==> src/design/tequ_pkg.sv <==
`timescale 1ns / 1ps

package tequ_pkg;

  localparam int unsigned Capacity = 32;
  localparam int unsigned TimeBits = 32;
  localparam int unsigned TagBits  = 16;
  localparam int unsigned CntBits  = $clog2(Capacity + 1);

  typedef enum logic [1:0] {
    KIND_SCHEDULE = 2'd0,
    KIND_FIRE     = 2'd1,
    KIND_RUN      = 2'd2
  } kind_e;

  typedef enum logic [2:0] {
    STAT_FIRED   = 3'd0,
    STAT_DONE    = 3'd1,
    STAT_FULL    = 3'd2,
    STAT_EMPTY   = 3'd3,
    STAT_BAD_ARG = 3'd4
  } status_e;

  typedef enum logic [1:0] {
    OP_HOLD   = 2'd0,
    OP_INSERT = 2'd1,
    OP_POP    = 2'd2
  } cell_op_e;

  typedef struct packed {
    kind_e              kind;
    logic [15:0]        event_tag;
    logic signed [31:0] delay;
    logic [31:0]        target_time;
  } in_word_t;

  typedef struct packed {
    logic [15:0] event_tag_res;
    logic [31:0] current_time;
    status_e     status;
    logic [5:0]  pending_count;
    logic        last;
  } out_word_t;

  typedef struct packed {
    logic                valid;
    logic [TimeBits-1:0] due;
    logic [TagBits-1:0]  tag;
  } entry_t;

  typedef struct packed {
    cell_op_e            op;
    logic [TimeBits-1:0] due;
    logic [TagBits-1:0]  tag;
  } cell_cmd_t;

endpackage

==> src/design/tequ_cell.sv <==
`timescale 1ns / 1ps

module tequ_cell (
  input  logic               clk_i,
  input  logic               rst_ni,
  input  tequ_pkg::cell_cmd_t cmd_i,
  input  tequ_pkg::entry_t   left_i,
  input  logic               left_after_i,
  input  tequ_pkg::entry_t   right_i,
  output tequ_pkg::entry_t   entry_o,
  output logic               after_o
);
  import tequ_pkg::*;

  logic                valid_q, valid_d;
  logic [TimeBits-1:0] due_q, due_d;
  logic [TagBits-1:0]  tag_q, tag_d;
  logic                load;

  // new entry belongs in front of this cell; equal due times stay behind
  assign after_o = !valid_q || (due_q > cmd_i.due);

  always_comb begin
    valid_d = valid_q;
    due_d   = due_q;
    tag_d   = tag_q;
    load    = 1'b0;
    case (cmd_i.op)
      OP_INSERT: begin
        if (left_after_i) begin
          valid_d = left_i.valid;
          due_d   = left_i.due;
          tag_d   = left_i.tag;
          load    = 1'b1;
        end else if (after_o) begin
          valid_d = 1'b1;
          due_d   = cmd_i.due;
          tag_d   = cmd_i.tag;
          load    = 1'b1;
        end
      end
      OP_POP: begin
        valid_d = right_i.valid;
        due_d   = right_i.due;
        tag_d   = right_i.tag;
        load    = 1'b1;
      end
      default: begin
        load = 1'b0;
      end
    endcase
  end

  always_ff @(posedge clk_i or negedge rst_ni) begin
    if (!rst_ni) begin
      valid_q <= 1'b0;
    end else begin
      valid_q <= valid_d;
    end
  end

  always_ff @(posedge clk_i) begin
    if (load) begin
      due_q <= due_d;
      tag_q <= tag_d;
    end
  end

  assign entry_o = '{valid: valid_q, due: due_q, tag: tag_q};

endmodule

==> config.mk <==
export PLATFORM = sky130hd
export DESIGN_NAME = tequ_cell
export DESIGN_NICKNAME = d
export VERILOG_FILES = /design/src/design/tequ_pkg.sv /design/src/design/tequ_cell.sv
export SDC_FILE = /design/constraint.sdc
export NUM_CORES = 1
export LEC_CHECK = 0
export BUFFER_PORTS_ARGS = -buffer_cell sky130_fd_sc_hd__buf_2
export CAP_MARGIN = 25
export CELL_PAD_IN_SITES_DETAIL_PLACEMENT = 0
export CELL_PAD_IN_SITES_GLOBAL_PLACEMENT = 1
export CORE_MARGIN = 4
export CORE_UTILIZATION = 34
export CTS_CLUSTER_DIAMETER = 40
export DETAILED_ROUTE_END_ITERATION = 7
export PLACE_DENSITY = 0.94
export SLEW_MARGIN = 25
export SYNTH_ARGS = -nofsm -noshare
export SYNTH_HDL_FRONTEND = slang
export SYNTH_SLANG_ARGS = --single-unit
==> constraint.sdc <==
create_clock -name clk_i -period 8 [get_ports clk_i]
set_input_delay 0.4 -clock clk_i [delete_from_list [all_inputs] [get_ports clk_i]]
set_output_delay 0.4 -clock clk_i [all_outputs]
set_load 0.03 [all_outputs]
# Yosys cells after proc, flatten, opt, wreduce, memory -nomap -nowiden
# Index checks and enable logic that the tools add are counted.
[word_totals] romBits=0 inputBits=151 mem_count=0 ff_bits=49 ram_bits=0 latch_bits=0
[classes] n_mux=12 reduce_logical=5 order_cmp=1 div_mod_pow=0 n_mul=0 shift=0 eq_ne=3 bitwise=0 n_addsub=0
[op_table] cell="32-bit 2-to-1 mux" count=2
[op_table] cell="32-bit one-hot mux with 2 select lines" count=1
[op_table] cell="32-bit greater-than comparator" count=1
[op_table] cell="16-bit 2-to-1 mux" count=2
[op_table] cell="16-bit one-hot mux with 2 select lines" count=1
[op_table] cell="1-bit 2-to-1 mux" count=4
[op_table] cell="1-bit one-hot mux with 2 select lines" count=2
[op_table] cell="3-bit inequality test, second input constant" count=1
[op_table] cell="3-bit AND reduction" count=1
[op_table] cell="2-bit by 1-bit equality test with 1-bit output, second input constant" count=1
[op_table] cell="2-bit equality test, second input constant" count=1
[op_table] cell="2-bit AND reduction" count=1
[op_table] cell="2-bit nonzero test" count=1
[op_table] cell="1-bit zero test" count=1
[op_table] cell="1-bit logical OR" count=1

# Logic depth before layout (Yosys ltp)
[logic_depth] word_depth=6 mapped_depth=7 mapped_depth_nobuf=7

# Worst setup path after synthesis
# No wires, ideal clock.
[synth_timing] path_type="register -> register" from="register due_q[31]" to="register due_q[0] (enable)" stages_incl_launch_ff=7 setup_slack_ns=3.639 period_less_slack_ns=4.361 arrival_ns=3.907 setup_ns=0.454 cell_sequence="edfxtp_1 -> ha_1 -> nand4_2 -> or4_1 -> o21ai_1 -> o41ai_1 -> o311ai_2"
[synth_via] elab_chain_len=6
[synth_lines] element="start, declared" line="tequ_cell.sv:16" rtl="logic [TimeBits-1:0] due_q, due_d;"
[synth_lines] element="start signal, assigned" line="tequ_cell.sv:64" rtl="due_q <= due_d;"
[synth_lines] element="32-bit greater-than comparator (*)" line="tequ_cell.sv:21" rtl="assign after_o = !valid_q || (due_q > cmd_i.due);"
[synth_lines] element="1-bit logical OR (*)" line="tequ_cell.sv:21"
[synth_lines] element="1-bit 2-to-1 mux" line="tequ_cell.sv:35" rtl="end else if (after_o) begin"
[synth_lines] element="1-bit 2-to-1 mux" line="tequ_cell.sv:30" rtl="if (left_after_i) begin"
[synth_lines] element="1-bit one-hot mux with 2 select lines" line="tequ_cell.sv:28" rtl="case (cmd_i.op)"
[synth_lines] element="3-bit AND reduction (no source line) (*)"
# Mark *: on every way between the ends. The rest lies on a longest branch, timed or not.
# A chain may end at the register's enable or synchronous reset.

# Worst setup path in the final report
[layout_timing] from="register due_q[27]" to="register tag_q[1] (enable)"
[layout_via] elab_chain_len=6
[layout_lines] element="32-bit greater-than comparator (*)" line="tequ_cell.sv:21"
[layout_lines] element="1-bit logical OR (*)" line="tequ_cell.sv:21"
[layout_lines] element="1-bit 2-to-1 mux" line="tequ_cell.sv:35"
[layout_lines] element="1-bit 2-to-1 mux" line="tequ_cell.sv:30"
[layout_lines] element="1-bit one-hot mux with 2 select lines" line="tequ_cell.sv:28"
[layout_lines] element="3-bit AND reduction (no source line) (*)"
[layout_lines] element="end signal, assigned" line="tequ_cell.sv:65" rtl="tag_q <= tag_d;"
[layout_lines] element="end, declared" line="tequ_cell.sv:17" rtl="logic [TagBits-1:0] tag_q, tag_d;"
# Marks and branches as above.

==> flow_summary.yaml <==
status:
  outcome: "completed"
logic_synthesis:
  yosys.area.top_type: "edfxtp_1"
  synth_edf_count: 48
  synth-seq-area-share_pct: 43.80
  syn_nets: 519
  yosysTopAreaCellShare_pct: 43.05
  async_flop_share_pct: 2.041
  synth_commonest_cells: "nand2_1 (55), mux2i_1 (49), edfxtp_1 (48), o21ai_0 (46), inv_1 (35)"
  ys_top_cells_by_area: "edfxtp_1 (43%), mux2i_1 (15%), ha_1 (12%), o21ai_0 (6.9%), nand2_1 (6.2%)"
  ys_warn_count: 0
  synth_ff_type: "edfxtp_1"
  synth_cells: 336
  ys_types: 35
  avgSynthCellArea_um2: 9.965
  ys_ff_latch: 49
  syn-cell-area_um2: 3348
  synth.most_common_cell: "nand2_1"
timing:
  fin_crit_sh_pct: 42.96
  max_freq_ghz: 0.2910
  hold_violations: 0
  fin_tns_setup_ns: 0
  slew_headroom_pct: 44.49
  rsz0062_at_grt: "no"
  finalSetupViolations: 0
  clock_skew_ns: 0.007388
  min_period_ns: 3.437
  finalMaxSlewViolations: 0
  tightest_slew_ns: 0.8327
cts:
  clk_path_buf_depth: 2
  clkSinkCount: 49
  clkTransAtPathRegs_ns: 0.09
  clockRootBuffer: "clkbuf_8"
  htree_levels: 2
  insertion_delay_ns: 0.29
  cts_tree: "yes"
  numCtsBuffers: 5
critical_path:
  path_max_fanout: 33
  arrival_ns: 3.38
  cp-end-kind: "flop"
  cp.required_ns: 7.94
  ff2ff_setup_slack_ns: 4.56
  path_class: "reg2reg"
  start_kind: "flop"
place:
  gp_congestion: 0.7998
  portBuffers: 200
  dpl.hpwl_mm: 7.651
floorplanning:
  die_h_um: 107.2
  initial_core_util_pct: 35.56
  io_pins: 201
  core-area_um2: 9415
  die_width_um: 107.2
  die_area_um2: 11500
  num_rows: 35
power_and_ir_drop:
  p_total_mw: 0.7329
  power_density_nw_per_um2: 161.0
  vdd.ir_drop.worst_uv: 68.36
  leakagePower_nw: 2.285
global_routing:
  track_usage_pct: 15.05
  grt_pass1_vias: 3004
  grt_start_max_net_pins: 97
  grt_pass1_wl_mm: 13.85
  grt_overflow: 0
  grt_antenna_before_repair: 0
job:
  drv_cap: 0
detailed_routing:
  routed_wl_mm: 9.263
  wire_per_inst_um: 14.08
  viasPerCell: 4.696
  drtIter0Drc: 100
  drc: 0
  vias: 3090
  dr.pass1.iters: 4
  antenna_left: 0
min_path:
  hold_class: "in2reg"
layout:
  antenna_cells: 0
  drive_gt1_share_pct: 39.89
  nets: 712
  area_growth_pct: 35.99
[per-stage QoR]
stage / setup WS, ns / hold slack [ns] / cell area, um2 / utilization (%) / instances
floorplan: 3.639 / 0.1044 / 3348 / - / 336
global placement: 4.463 / 0.1836 / 4467 / 47.44 / 650
detailed placement: 4.383 / 0.1825 / 4467 / 47.44 / 650
CTS: 4.486 / 0.3689 / 4553 / 48.36 / 658
global route: 4.332 / 0.3855 / 4553 / 48.36 / 658
finish: 4.563 / 0.3872 / 4553 / 48.36 / 658
[sequential cells by signal, summed over array words and instances (netlist names)]
register and count:
tag_q 16, valid_q 1, due_q 32
[report_power, final]
part / switching (mW) / internal (mW) / total (mW)
sequential: 0.0137 / 0.325 / 0.338
combinational: 0.164 / 0.0954 / 0.259
clock: 0.0760 / 0.0592 / 0.135
total: 0.254 / 0.479 / 0.733
[final cells by class]
class,instances,area (um2)
Tap cell,129,161.4
Sequential cell,49,1466
Clock inverter,1,3.754
Multi-Input combinational cell,234,1684
Clock buffer,6,72.57
Timing Repair Buffer,204,1033
Inverter,35,131.4
Fill cell,913,4862
[per-layer routing]
layer	vias to the layer above	share of wire [%]	track usage, %
met5	-	0	0
met4	0	0.55	3.196
met3	4	8.2	3.793
met2	119	51	27.44
met1	1374	41	17.77
li1	1593	-	-
[critical path, cell delays in order (launching register included)]
cell and delay (ns):
edfxtp_1 0.41, ha_1 0.33, nand4_1 0.18, or4_1 0.57, o21ai_1 0.20, o41ai_1 0.15
o311ai_4 0.71, buf_4 0.53
[final timing paths]
check | start | to | cells past startpoint
min in group asynchronous | rst_ni | valid_q$_DFFE_PN0P_ | 2
worst min-delay path | right_i[43] | due_q[27]$_DFFE_PP_ | 3
max in group asynchronous | rst_ni | valid_q$_DFFE_PN0P_ | 2
worst max-delay path | due_q[27]$_DFFE_PP_ | tag_q[1]$_DFFE_PP_ | 7
worst max register to register | due_q[27]$_DFFE_PP_ | tag_q[1]$_DFFE_PP_ | 7
worst min register to register | valid_q$_DFFE_PN0P_ | valid_q$_DFFE_PN0P_ | 2
[cells by family after synthesis]
kind of cell | share of synthesized area, %
buf+inv | 6.427
compound gates | 13.60
mux | 14.65
fa+ha+maj | 11.96
simple gates | 9.567
flops | 43.80
[cells in the final DEF (no fill, tap or decap), types with 5 or more instances in the layout]
cell type	count
clkbuf_8	5
inv_1	35
nand2_1	55
mux2i_1	49
ha_1	32
o21ai_0	46
buf_2	200
a21oi_1	13
nand4_1	7
o21ai_1	6
edfxtp_1	48
[what timing repair did]
item | in CTS | in global routing
hold endpoints to repair | 1 | 0
buffers inserted | 0 | 0
hold buffers | 1 | 0
setup endpoints to repair | 0 | 0
gates resized for setup | 0 | 0
(Power assumes the default switching activity.)
